==> src/hdl/i2cms_pkg.sv <==
// ----------------------------------------------------------------------------
// I2C master bit sequencer package
// Command codes, sequencer states and the slot level table shared by the
// sequencer core and the testbench.
// ----------------------------------------------------------------------------
package i2cms_pkg;

  // Command codes carried in the kind field of a command beat.
  localparam logic [1:0] KIND_TICK  = 2'd0;
  localparam logic [1:0] KIND_START = 2'd1;
  localparam logic [1:0] KIND_WRITE = 2'd2;
  localparam logic [1:0] KIND_STOP  = 2'd3;

  // Slot counts of the units that a command is built from.
  localparam logic [2:0] SLOTS_COND = 3'd3;
  localparam logic [2:0] SLOTS_ZERO = 3'd3;
  localparam logic [2:0] SLOTS_ONE  = 3'd5;
  localparam logic [2:0] SLOTS_ACK  = 3'd2;

  typedef enum logic [3:0] {
    OP_IDLE  = 4'b0001,
    OP_START = 4'b0010,
    OP_WRITE = 4'b0100,
    OP_STOP  = 4'b1000
  } op_t;

  // Line levels driven during one slot, as {scl, sda}.
  // Bit index 8 is the acknowledge phase of a byte.
  function automatic logic [1:0] slot_levels(op_t op, logic [2:0] phase,
                                             logic [3:0] bit_idx,
                                             logic [7:0] data);
    logic       s;
    logic       d;
    logic       cur;
    s   = 1'b1;
    d   = 1'b1;
    cur = data[~bit_idx[2:0]];
    case (op)
      OP_START: begin
        s = (phase < 3'd2);
        d = (phase == 3'd0);
      end
      OP_STOP: begin
        s = (phase >= 3'd1);
        d = (phase == 3'd2);
      end
      OP_WRITE: begin
        if (bit_idx[3]) begin
          s = (phase == 3'd1);
          d = 1'b1;
        end else if (cur) begin
          s = (phase == 3'd2);
          d = (phase >= 3'd1) && (phase <= 3'd3);
        end else begin
          s = (phase == 3'd1);
          d = 1'b0;
        end
      end
      default: begin
        s = 1'b1;
        d = 1'b1;
      end
    endcase
    return {s, d};
  endfunction

endpackage

==> src/hdl/i2cms_cmd_if.sv <==
// ----------------------------------------------------------------------------
// Command channel
// Valid/ready channel that carries ticks and commands into the sequencer.
// ----------------------------------------------------------------------------
interface i2cms_cmd_if;
  logic       valid;
  logic       ready;
  logic [1:0] kind;
  logic [7:0] byte_value;
  logic       sda_in;

  modport source (output valid, kind, byte_value, sda_in, input ready);
  modport sink   (input valid, kind, byte_value, sda_in, output ready);
endinterface

==> src/hdl/i2cms_res_if.sv <==
// ----------------------------------------------------------------------------
// Result channel
// Valid/ready channel that carries one line and status result per command beat.
// ----------------------------------------------------------------------------
interface i2cms_res_if;
  logic valid;
  logic ready;
  logic scl_out;
  logic sda_out;
  logic busy_res;
  logic ack_valid;
  logic acked;
  logic rejected;

  modport source (output valid, scl_out, sda_out, busy_res, ack_valid, acked, rejected,
                  input ready);
  modport sink   (input valid, scl_out, sda_out, busy_res, ack_valid, acked, rejected,
                  output ready);
endinterface

==> src/hdl/i2c_master_bit_sequencer_core.sv <==
// ----------------------------------------------------------------------------
// I2C master bit sequencer core
// Write-only I2C master that steps SCL and SDA through fixed phase slots.
// ----------------------------------------------------------------------------
// Usage:
//   The cmd channel takes one beat per tick or command. A tick ends the
//   current slot; start, write byte and stop are taken only while idle, and
//   a command that arrives while busy is dropped and flagged as rejected.
//   Every cmd beat yields exactly one res beat with the line levels after
//   that beat, the busy flag and, at the end of a byte, the acknowledge.
//   The result of an accepted beat is registered and offered on res in the
//   next cycle. Throughput is one beat per cycle while res is not stalled;
//   the sequencer state and the result register update in the same cycle
//   through one short slot decode, so nothing else limits the rate.
//   The result register parts the two sides: cmd stays ready while res is
//   empty or being taken. When the receiver stalls, the held result waits
//   and cmd.ready drops until it is taken.
//   After reset the sequencer is idle with SCL and SDA released high and
//   the result register is empty.
// ----------------------------------------------------------------------------
module i2c_master_bit_sequencer_core (
  input  logic         clk,
  input  logic         rst,
  i2cms_cmd_if.sink    cmd,
  i2cms_res_if.source  res
);

  i2cms_pkg::op_t operation, operation_next;
  logic [2:0] phase_slot, phase_slot_next;
  logic [3:0] bit_index, bit_index_next;
  logic [7:0] shift_byte, shift_byte_next;
  logic       scl_level, scl_level_next;
  logic       sda_level, sda_level_next;

  logic       ack_valid_next;
  logic       acked_next;
  logic       rejected_next;
  logic       apply;
  logic       accept;
  logic       res_valid;
  logic [2:0] unit_slots;
  logic [3:0] phase_inc;
  i2cms_pkg::op_t cmd_op;

  assign cmd.ready = !res_valid || res.ready;
  assign accept    = cmd.valid && cmd.ready;
  assign res.valid = res_valid;

  always_comb begin
    case (cmd.kind)
      i2cms_pkg::KIND_START: cmd_op = i2cms_pkg::OP_START;
      i2cms_pkg::KIND_WRITE: cmd_op = i2cms_pkg::OP_WRITE;
      i2cms_pkg::KIND_STOP:  cmd_op = i2cms_pkg::OP_STOP;
      default:               cmd_op = i2cms_pkg::OP_IDLE;
    endcase
  end

  // A one bit stretches to five slots so SDA can rise and fall around SCL.
  always_comb begin
    if (operation == i2cms_pkg::OP_WRITE) begin
      if (bit_index[3]) begin
        unit_slots = i2cms_pkg::SLOTS_ACK;
      end else if (shift_byte[~bit_index[2:0]]) begin
        unit_slots = i2cms_pkg::SLOTS_ONE;
      end else begin
        unit_slots = i2cms_pkg::SLOTS_ZERO;
      end
    end else begin
      unit_slots = i2cms_pkg::SLOTS_COND;
    end
  end

  assign phase_inc = {1'b0, phase_slot} + 4'd1;

  always_comb begin
    operation_next  = operation;
    phase_slot_next = phase_slot;
    bit_index_next  = bit_index;
    shift_byte_next = shift_byte;
    scl_level_next  = scl_level;
    sda_level_next  = sda_level;
    ack_valid_next  = 1'b0;
    acked_next      = 1'b0;
    rejected_next   = 1'b0;
    apply           = 1'b0;
    if (cmd.kind != i2cms_pkg::KIND_TICK) begin
      if (operation != i2cms_pkg::OP_IDLE) begin
        rejected_next = 1'b1;
      end else begin
        operation_next  = cmd_op;
        phase_slot_next = 3'd0;
        bit_index_next  = 4'd0;
        if (cmd.kind == i2cms_pkg::KIND_WRITE) begin
          shift_byte_next = cmd.byte_value;
        end
        apply = 1'b1;
      end
    end else if (operation != i2cms_pkg::OP_IDLE) begin
      if (phase_inc < {1'b0, unit_slots}) begin
        phase_slot_next = phase_inc[2:0];
        apply           = 1'b1;
      end else if (operation == i2cms_pkg::OP_WRITE) begin
        if (bit_index[3]) begin
          // End of the ack phase: a low SDA from the slave is the acknowledge.
          ack_valid_next  = 1'b1;
          acked_next      = !cmd.sda_in;
          scl_level_next  = 1'b0;
          sda_level_next  = 1'b0;
          operation_next  = i2cms_pkg::OP_IDLE;
          phase_slot_next = 3'd0;
          bit_index_next  = 4'd0;
        end else begin
          bit_index_next  = bit_index + 4'd1;
          phase_slot_next = 3'd0;
          apply           = 1'b1;
        end
      end else begin
        // A finished condition keeps the levels of its last slot.
        operation_next  = i2cms_pkg::OP_IDLE;
        phase_slot_next = 3'd0;
      end
    end
    if (apply) begin
      {scl_level_next, sda_level_next} = i2cms_pkg::slot_levels(
          operation_next, phase_slot_next, bit_index_next, shift_byte_next);
    end
  end

  always_ff @(posedge clk) begin
    if (rst) begin
      operation  <= i2cms_pkg::OP_IDLE;
      phase_slot <= 3'd0;
      bit_index  <= 4'd0;
      shift_byte <= 8'd0;
      scl_level  <= 1'b1;
      sda_level  <= 1'b1;
    end else if (accept) begin
      operation  <= operation_next;
      phase_slot <= phase_slot_next;
      bit_index  <= bit_index_next;
      shift_byte <= shift_byte_next;
      scl_level  <= scl_level_next;
      sda_level  <= sda_level_next;
    end
  end

  always_ff @(posedge clk) begin
    if (rst) begin
      res_valid <= 1'b0;
    end else if (accept) begin
      res_valid <= 1'b1;
    end else if (res.ready) begin
      res_valid <= 1'b0;
    end
  end

  always_ff @(posedge clk) begin
    if (accept) begin
      res.scl_out   <= scl_level_next;
      res.sda_out   <= sda_level_next;
      res.busy_res  <= (operation_next != i2cms_pkg::OP_IDLE);
      res.ack_valid <= ack_valid_next;
      res.acked     <= acked_next;
      res.rejected  <= rejected_next;
    end
  end

  // A rejected command never changes the state, so the sequencer stays busy.
  assert property (@(posedge clk) disable iff (rst)
    res.valid && res.rejected |-> res.busy_res)
    else $error("rejected result without busy");

  // The end of a byte leaves the bus idle with both lines driven low.
  assert property (@(posedge clk) disable iff (rst)
    res.valid && res.ack_valid |-> !res.busy_res && !res.scl_out && !res.sda_out)
    else $error("ack result with wrong bus state");

  assert property (@(posedge clk) disable iff (rst)
    res.valid && res.acked |-> res.ack_valid)
    else $error("acked without ack_valid");

  assert property (@(posedge clk) disable iff (rst)
    operation == i2cms_pkg::OP_IDLE |-> phase_slot == 3'd0 && bit_index == 4'd0)
    else $error("idle sequencer with stale slot counters");

  assert property (@(posedge clk) disable iff (rst)
    bit_index[3] |-> operation == i2cms_pkg::OP_WRITE && bit_index[2:0] == 3'd0
                     && phase_slot < i2cms_pkg::SLOTS_ACK)
    else $error("ack phase out of range");

  assert property (@(posedge clk) disable iff (rst)
    accept |=> res.valid)
    else $error("accepted beat produced no result");

endmodule

==> src/flat_wrapper.sv <==
// flat-port wrapper written by rule: the top's interface ports become plain ports
module i2c_master_bit_sequencer_core_flat 
  (clk, rst, cmd_valid, cmd_kind, cmd_byte_value, cmd_sda_in, cmd_ready, res_valid, res_scl_out, res_sda_out, res_busy_res, res_ack_valid, res_acked, res_rejected, res_ready);
  i2cms_cmd_if cmd_i ();
  i2cms_res_if res_i ();
  input  logic clk;
  input  logic rst;
  input wire logic [$bits(cmd_i.valid)-1:0] cmd_valid;
  input wire logic [$bits(cmd_i.kind)-1:0] cmd_kind;
  input wire logic [$bits(cmd_i.byte_value)-1:0] cmd_byte_value;
  input wire logic [$bits(cmd_i.sda_in)-1:0] cmd_sda_in;
  output wire logic [$bits(cmd_i.ready)-1:0] cmd_ready;
  output wire logic [$bits(res_i.valid)-1:0] res_valid;
  output wire logic [$bits(res_i.scl_out)-1:0] res_scl_out;
  output wire logic [$bits(res_i.sda_out)-1:0] res_sda_out;
  output wire logic [$bits(res_i.busy_res)-1:0] res_busy_res;
  output wire logic [$bits(res_i.ack_valid)-1:0] res_ack_valid;
  output wire logic [$bits(res_i.acked)-1:0] res_acked;
  output wire logic [$bits(res_i.rejected)-1:0] res_rejected;
  input wire logic [$bits(res_i.ready)-1:0] res_ready;
  assign cmd_i.valid = cmd_valid;
  assign cmd_i.kind = cmd_kind;
  assign cmd_i.byte_value = cmd_byte_value;
  assign cmd_i.sda_in = cmd_sda_in;
  assign cmd_ready = cmd_i.ready;
  assign res_valid = res_i.valid;
  assign res_scl_out = res_i.scl_out;
  assign res_sda_out = res_i.sda_out;
  assign res_busy_res = res_i.busy_res;
  assign res_ack_valid = res_i.ack_valid;
  assign res_acked = res_i.acked;
  assign res_rejected = res_i.rejected;
  assign res_i.ready = res_ready;
  i2c_master_bit_sequencer_core u_core (.clk(clk), .rst(rst), .cmd(cmd_i), .res(res_i));
endmodule
==> config.mk <==
export PLATFORM = sky130hd
export DESIGN_NAME = i2c_master_bit_sequencer_core_flat
export DESIGN_NICKNAME = d
export VERILOG_FILES = /design/src/hdl/i2cms_pkg.sv /design/src/hdl/i2cms_cmd_if.sv /design/src/hdl/i2cms_res_if.sv /design/src/hdl/i2c_master_bit_sequencer_core.sv /design/src/flat_wrapper.sv
export SDC_FILE = /design/constraint.sdc
export NUM_CORES = 1
export LEC_CHECK = 0
export ABC_AREA = 1
export BUFFER_PORTS_ARGS = -buffer_cell sky130_fd_sc_hd__buf_2
export CORE_MARGIN = 2
export CORE_UTILIZATION = 45
export CTS_CLUSTER_DIAMETER = 100
export DETAILED_ROUTE_END_ITERATION = 12
export SKIP_LAST_GASP = 1
export SLEW_MARGIN = 20
export SYNTH_ARGS = -nofsm -noshare
export SYNTH_HDL_FRONTEND = slang
export SYNTH_SLANG_ARGS = --single-unit
==> constraint.sdc <==
create_clock -name clk -period 4.2 [get_ports clk]
set_clock_uncertainty 0.05 [all_clocks]
set_input_delay 0.21 -clock clk [delete_from_list [all_inputs] [get_ports clk]]
set_output_delay 0.21 -clock clk [all_outputs]
set_load 0.01 [all_outputs]
==> flow_summary.rst, run 1 <==
.. list-table::
   :header-rows: 1

   * - Metric
     - Value
   * - Fin Hold WS
     - about 130 ps
   * - DPL Wire Length
     - 3470 µm
   * - Adder and majority gate portion of the synthesized area
     - 2.54%
   * - Floorplan die area
     - 0.00492 mm²
   * - Number of CTS-inserted buffers
     - 3
   * - Type of the worst setup path
     - reg2reg
   * - Synthesis warning total
     - 0
   * - CTS sink count
     - 28
   * - Clock tree from TritonCTS
     - yes
   * - Period minus WS final
     - 3050 ps
   * - Most common cell after layout, fill and taps aside
     - nand2_1
   * - Antenna cells
     - 0
   * - Max Fanout on Critical Path
     - 10
   * - Share of the synthesized area in compound gates (AO/OA/AOI/OAI)
     - between 20% and 30%
   * - Static Leak
     - between 1 and 1.5 nW
   * - Main combinational cell family by area after synthesis
     - simple AND/OR/NAND/NOR gates
   * - Syn_nets
     - 305
   * - Postcts setup bufs
     - 0
   * - Post-route setup TNS
     - 0 ps
   * - Post-synthesis sequential area ratio
     - 31.5%
   * - Setup-violating endpoint count in the final report
     - 0
   * - Core outline area
     - 0.00429 mm²
   * - Setup repair after global routing missed its margin
     - no
   * - CTS H-tree depth
     - 1
   * - Vias
     - 1,847
   * - Commonest non-fill, non-tap cells in the layout
     - nand2_1, inv_1, a21oi_1
   * - Via-to-Cell Ratio
     - 5.19
   * - Final #Nets
     - ~320
   * - Share of post-route cells with drive strength above 1
     - roughly 18%
   * - Count of antenna-violating nets left after detailed routing
     - 0
   * - Area Overhead vs Synth
     - 8.20%
   * - I/O pins
     - 23
   * - Clock Tree Buf Depth
     - 2
   * - CP dominant cell by count
     - nand2_1
   * - Placement row count
     - 24
   * - Initial detailed-routing violation count
     - 89
   * - Top cells by area, synth
     - dfxtp_1, nand2_1, edfxtp_1
   * - Cell-by-cell listing of the critical path
     - inv_1, o21ai_0, nand2_1, o211ai_1, inv_1, ha_1, nand2_1, nand2_1, nand2_2, nand2_4, nand2_2, o21ai_1, nand2_1, nand2_2, nor3b_2, nor3_1, nor2_1, a21boi_1
   * - Synth Register Bits
     - 28
   * - Startpoint type of the worst setup path
     - flop
   * - Synthesized netlist cell count
     - 286
   * - Relative slew slack
     - around 41%
   * - Number of max-cap violations
     - 0
   * - Clock Root Buffer
     - clkbuf_8
   * - Initial cell density of the core
     - 45.9%
   * - Fraction of post-synthesis cell area in the top cell type by area
     - 22.4%
   * - Hold/Removal Path Class
     - in2reg
   * - Final Max Slew Viols
     - 0
   * - Library cell with the largest summed area after synthesis
     - dfxtp_1
   * - Die outline height
     - about 70 µm
   * - Total of fill cells in the finished design
     - about 450
   * - Detailed-route DRC error count
     - 0
   * - Buffering stage count on the worst path with inverters included
     - 2
   * - Power consumption
     - 0.000711 W
   * - Length of the first detailed-routing pass in iterations
     - 4
   * - Simple-gate portion of the synthesized area
     - 29.3%
   * - Power per cell area
     - 334 mW/mm²
   * - Global-route congestion overflow total
     - 0
   * - # port buffers
     - 22
   * - Stage delay of the slowest cell on the critical path
     - 500 ps
   * - Cell area after synthesis
     - about 0.002 mm²
   * - Data required time at the worst endpoint
     - 4200 ps
   * - XOR/XNOR share of the synthesized area
     - 0.445%
   * - Number of antenna violations at the first check in global routing
     - 0
   * - Number of global-route vias before repair
     - 1,742
   * - Slew @ Worst Pin
     - 873 ps
   * - Maximum vdd ir drop
     - 0.149 mV
   * - Clock latency on the worst-skew pair
     - 280 ps
   * - Worst Setup End Kind
     - flop
   * - Kind of cell adding the most delay to the critical path
     - simple AND/OR/NAND/NOR gates
   * - Final hold violations
     - 0
   * - Post-synth cell types
     - 37
   * - Maximum number of pins on one net before global-route repair
     - 33
   * - Mux share of post-synthesis cell area
     - 2.03%
   * - Post-CTS Hold Buffers
     - 0
   * - Final clock period utilization by the worst path
     - a little over 70%
   * - Routed wirelength normalized by instance count
     - 12.8 µm
   * - Avg Cell Area, Syn
     - 6.89 µm²
   * - Status
     - finished, final reports clean
   * - Detailed Route WL
     - ~4600 µm
   * - Highest Clock Rate
     - between 300 and 400 MHz
   * - DIE WIDTH
     - roughly 70 µm
   * - Final RePlAce weighted congestion
     - 0.922
   * - GRT Total Usage
     - between 10% and 20%
   * - Crit path arrival time
     - 3050 ps
   * - Global-route wire length before repair
     - 7830 µm
   * - Post-cts gate resize count
     - 0
   * - Slowest stage cell, crit path
     - dfxtp_1
   * - Reg clk slew, reported paths
     - 100 ps
-- worst paths after layout --
check                                                       from                        endpoint  slack, ps  cells past startpoint
worst max register to register  u_core.bit_index[0]$_SDFFE_PP0P_    u_core.res.scl_out$_DFFE_PP_       1150                     18
worst min-delay path                                  cmd_sda_in  u_core.res.acked$_SDFFCE_PP0P_        130                      2
worst max-delay path            u_core.bit_index[0]$_SDFFE_PP0P_    u_core.res.scl_out$_DFFE_PP_       1150                     18
worst min register to register     u_core.sda_level$_SDFFE_PP1P_   u_core.sda_level$_SDFFE_PP1P_        440                      2
-- sequential cells by signal (all words and copies together), names as in the netlist --
name / cells
u_core.shift_byte: 8
u_core.res.ack_valid: 1
u_core.res.valid: 1
u_core.res.sda_out: 1
u_core.scl_level: 1
u_core.operation: 4
u_core.bit_index: 4
u_core.phase_slot: 3
u_core.res.busy_res: 1
u_core.res.rejected: 1
u_core.res.scl_out: 1
u_core.res.acked: 1
u_core.sda_level: 1
-- logic make-up (layout without fill, tap and decap cells) --
| logic type | Yosys count | in the layout |
|---|---|---|
| and+or+nand+nor | 117 | 117 |
| adders and majority gates | 4 | 4 |
| muxes | 4 | 4 |
| buffers and inverters | 62 | 80 |
| xor gates and xnor gates | 1 | 1 |
| AOI/OAI and AO/OA | 70 | 70 |
| DFF | 28 | 28 |
-- worst reg2reg max path: cells and delay by family (launching register included) --
family,cells,cell delay (ps)
AO/OA/AOI/OAI,4,560
flip-flops,1,500
buffers and inverters,2,280
AND/OR/NAND/NOR,11,1160
adder cells (fa/ha/maj),1,280
-- layer usage --
layer / global-route usage (%) / up-vias / wire length, µm
met4: 7.48 / 0 / 79
li1: - / 983 / -
met1: 26.4 / 816 / 2080
met2: 33.2 / 41 / 2190
met5: 0 / - / 0
met3: 2.45 / 7 / 221
-- power breakdown --
part,switching (W),leakage (nW),internal (W)
Clock,0.0000868,0.0231,0.0000659
Combinational,0.000158,0.822,0.0000832
Sequential,0.0000178,0.237,0.000299
Total,0.000263,1.08,0.000448
-- Yosys cell counts --
cell	n
nand2_1	61
inv_1	47
a21oi_1	24
dfxtp_1	22
nand3_1	22
o21ai_0	21
o211ai_1	10
nor2_1	9
nand2_2	7
o21ai_1	7
edfxtp_1	6
inv_2	6
nand3_2	5
ha_1	4
mux2i_1	4
nor2_2	3
a21boi_1	2
buf_2	2
clkbuf_1	2
nand2_4	2
nor3_1	2
nor4_1	2
o22ai_2	2
a21boi_2	1
a31o_2	1
buf_4	1
buf_6	1
clkbuf_8	1
clkinv_1	1
dlygate4sd1_1	1
nand4_1	1
nor2_4	1
nor3_4	1
nor3b_2	1
o21ai_2	1
o21bai_1	1
xor2_1	1
-- cell type report --
cell class	instances	area (µm²)	area share, %
Clock inverter	1	3.75	0.176
Timing Repair Buffer	22	110	5.17
Tap cell	52	65.1	3.05
Multi-Input combinational cell	196	1090	51.0
Clock buffer	3	41.3	1.94
Sequential cell	28	621	29.1
Inverter	54	203	9.51
-- stage by stage --
step                util, %  setup slack (ps)  instance area, µm²  std cells
floorplan                 -              1610                1970        286
global placement       48.6              1160                2090        352
detailed placement     48.6              1170                2090        352
CTS                    49.6              1150                2130        356
global route           49.6               721                2130        356
finish                 49.6              1150                2130        356
No activity file was read; power rests on OpenSTA's default activity.
==> run 2: changes to the inputs <==
Clock period 4.2 ns to 3 ns, I/O delays scaled along.
==> run 2 against run 1 <==
Against the previous run:
- power increased by 57%
- largest cell class unchanged
- global-route usage grew 0.23 points
- first-iteration DRC count grew 28%
- largest power group unchanged
- cell area rose by 6.2%
- count of clock-buffer cells in the layout did not move
- core utilization up 3.1 points
- critical path type unchanged
- combinational power rose by 52%
==> flow_summary.rst, run 2 (synthesis results as in run 1) <==
.. list-table::
   :header-rows: 1

   * - Metric
     - Value
   * - Worst Setup End Kind
     - flop (unchanged)
   * - Routed wirelength normalized by instance count
     - 13.0 µm (was 12.8 µm)
   * - Number of CTS-inserted buffers
     - 3 (unchanged)
   * - DIE WIDTH
     - 70.2 µm (unchanged)
   * - Hold/Removal Path Class
     - in2reg (unchanged)
   * - Length of the first detailed-routing pass in iterations
     - 4 (unchanged)
   * - Startpoint type of the worst setup path
     - flop (unchanged)
   * - Die outline height
     - 70.2 µm (unchanged)
   * - # port buffers
     - 22 (unchanged)
   * - Cell Area, Placed
     - 0.00212 mm² (was 0.00209 mm²)
   * - Post-layout utilization of the core
     - 52.7% (was 49.6%)
   * - Global-route wire length before repair
     - 8020 µm (was 7830 µm)
   * - Reg clk slew, reported paths
     - 100 ps (about the same)
   * - Clock tree from TritonCTS
     - yes (unchanged)
   * - Register with the most flip-flops
     - u_core.shift_byte (unchanged)
   * - Data required time at the worst endpoint
     - 2990 ps (was 4200 ps)
   * - Max FFs per register
     - 8 (unchanged)
   * - DPL Wire Length
     - 3530 µm (was 3470 µm)
   * - Final clock period utilization by the worst path
     - 92.7% (was 72.7%)
   * - Detailed Route WL
     - 4710 µm (was 4570 µm)
   * - Total instance count after detailed placement
     - 357 (was 352)
   * - Floorplan die area
     - 0.00492 mm² (unchanged)
   * - GRT Total Usage
     - 20.2% (was 19.9%)
   * - Number of global-route vias before repair
     - 1,786 (was 1,742)
   * - Period minus WS final
     - 2780 ps (was 3050 ps)
   * - Power consumption
     - 0.00112 W (was 0.000711 W)
   * - Max Fanout on Critical Path
     - 7 (was 10)
   * - Relative slew slack
     - 62.8% (was 41.5%)
   * - Initial cell density of the core
     - 45.9% (unchanged)
   * - Commonest non-fill, non-tap cells in the layout
     - nand2_1, inv_1, a21oi_1 (unchanged)
   * - Most common cell after layout, fill and taps aside
     - nand2_1 (unchanged)
   * - Via-to-Cell Ratio
     - 5.21 (was 5.19)
   * - Share of post-route cells with drive strength above 1
     - 25.2% (was 18.4%)
   * - Maximum number of pins on one net before global-route repair
     - 33 (unchanged)
   * - Initial detailed-routing violation count
     - 114 (was 89)
   * - Status
     - finished, final reports clean (unchanged)
   * - Number of max-cap violations
     - 0 (unchanged)
   * - Power per cell area
     - 494 mW/mm² (was 334 mW/mm²)
   * - Slew @ Worst Pin
     - 556 ps (was 873 ps)
   * - Post-CTS Hold Buffers
     - 0 (unchanged)
   * - Clock Tree Buf Depth
     - 2 (unchanged)
   * - Setup-violating endpoint count in the final report
     - 0 (unchanged)
   * - Count of antenna-violating nets left after detailed routing
     - 0 (unchanged)
   * - Detailed-route DRC error count
     - 0 (unchanged)
   * - Core outline area
     - 0.00429 mm² (unchanged)
   * - Final hold violations
     - 0 (unchanged)
   * - Final Max Slew Viols
     - 0 (unchanged)
   * - Maximum vdd ir drop
     - 0.235 mV (was 0.149 mV)
   * - I/O pins
     - 23 (unchanged)
   * - Clock Root Buffer
     - clkbuf_8 (unchanged)
   * - Area of all placed cells without fillers
     - 0.00226 mm² (was 0.00213 mm²)
   * - Post-cts gate resize count
     - 0 (unchanged)
   * - Placement row count
     - 24 (unchanged)
   * - Global-route congestion overflow total
     - 0 (unchanged)
   * - Biggest registers after layout
     - u_core.shift_byte x8, u_core.bit_index x4, u_core.operation x4 (unchanged)
   * - Area Overhead vs Synth
     - 14.9% (was 8.20%)
   * - Final RePlAce weighted congestion
     - 0.898 (was 0.922)
   * - Number of cells in the finished layout apart from fillers
     - 362 (was 356)
   * - Type of the worst setup path
     - reg2reg (unchanged)
   * - Antenna cells
     - 0 (unchanged)
   * - CTS H-tree depth
     - 1 (unchanged)
   * - Postcts setup bufs
     - 0 (unchanged)
   * - Vias
     - 1,885 (was 1,847)
   * - Final #Nets
     - 330 (was 324)
   * - Static Leak
     - 1.13 nW (was 1.08 nW)
   * - Highest Clock Rate
     - 360 MHz (was 328 MHz)
   * - Number of antenna violations at the first check in global routing
     - 0 (unchanged)
   * - Fin Hold WS
     - 82.2 ps (was 134 ps)
   * - CTS sink count
     - 28 (unchanged)
   * - Clock latency on the worst-skew pair
     - 280 ps (about the same)
   * - Crit path arrival time
     - 2770 ps (was 3050 ps)
-- run 2: stage by stage --
stage | setup WS, ps | TNS [ps]
after floorplan | 412 | 0
after global placement | 156 | 0
after detailed placement | 98.6 | 0
after CTS | 85.6 | 0
after global routing | -40.3 | -102
final | 219 | 0
-- run 2: critical path, stage by stage (launching register included) --
cell and delay, ps:
dfxtp_4 390, o21ai_0 210, nand2_1 80, o211ai_1 240, inv_1 80, ha_1 290, nand2_1 70, nand2_1 80
nand2_4 130, nand2_4 80, nand2_2 70, o21ai_1 60, inv_1 80, nand3_1 80, nor3b_2 290, nor3_2 70
nor2_1 130, a21boi_1 80
-- run 2: worst paths after layout --
path                                                       start                        endpoint  slack (ps)  depth (start not counted)
worst max-delay path            u_core.bit_index[0]$_SDFFE_PP0P_    u_core.res.sda_out$_DFFE_PP_         220                         17
worst min-delay path                                  cmd_sda_in  u_core.res.acked$_SDFFCE_PP0P_          80                          2
worst max register to register  u_core.bit_index[0]$_SDFFE_PP0P_    u_core.res.sda_out$_DFFE_PP_         220                         17
worst min register to register     u_core.sda_level$_SDFFE_PP1P_   u_core.sda_level$_SDFFE_PP1P_         450                          2
-- run 2: where the power goes --
group | internal (W) | total, W | switching [W]
clock network | 0.000179 | 0.000305 | 0.000126
logic | 0.000130 | 0.000366 | 0.000236
registers | 0.000420 | 0.000447 | 0.0000267
-- run 2: layer usage --
layer	vias up	wire length [µm]	GRT usage (%)	part of all wire, %
met5	-	0	0	0
met4	0	144	7.26	3.1
met3	15	187	3.03	4.0
met2	45	2230	34.8	47
met1	834	2150	25.5	46
li1	991	-	-	-
-- run 2: layout make-up --
| type | instances | area, µm² |
|---|---|---|
| Sequential cell | 28 | 629 |
| Timing Repair Buffer | 27 | 148 |
| Clock inverter | 1 | 30.0 |
| Multi-Input combinational cell | 197 | 1140 |
| Fill cell | 454 | 2030 |
| Inverter | 54 | 208 |
| Clock buffer | 3 | 41.3 |
| Tap cell | 52 | 65.1 |
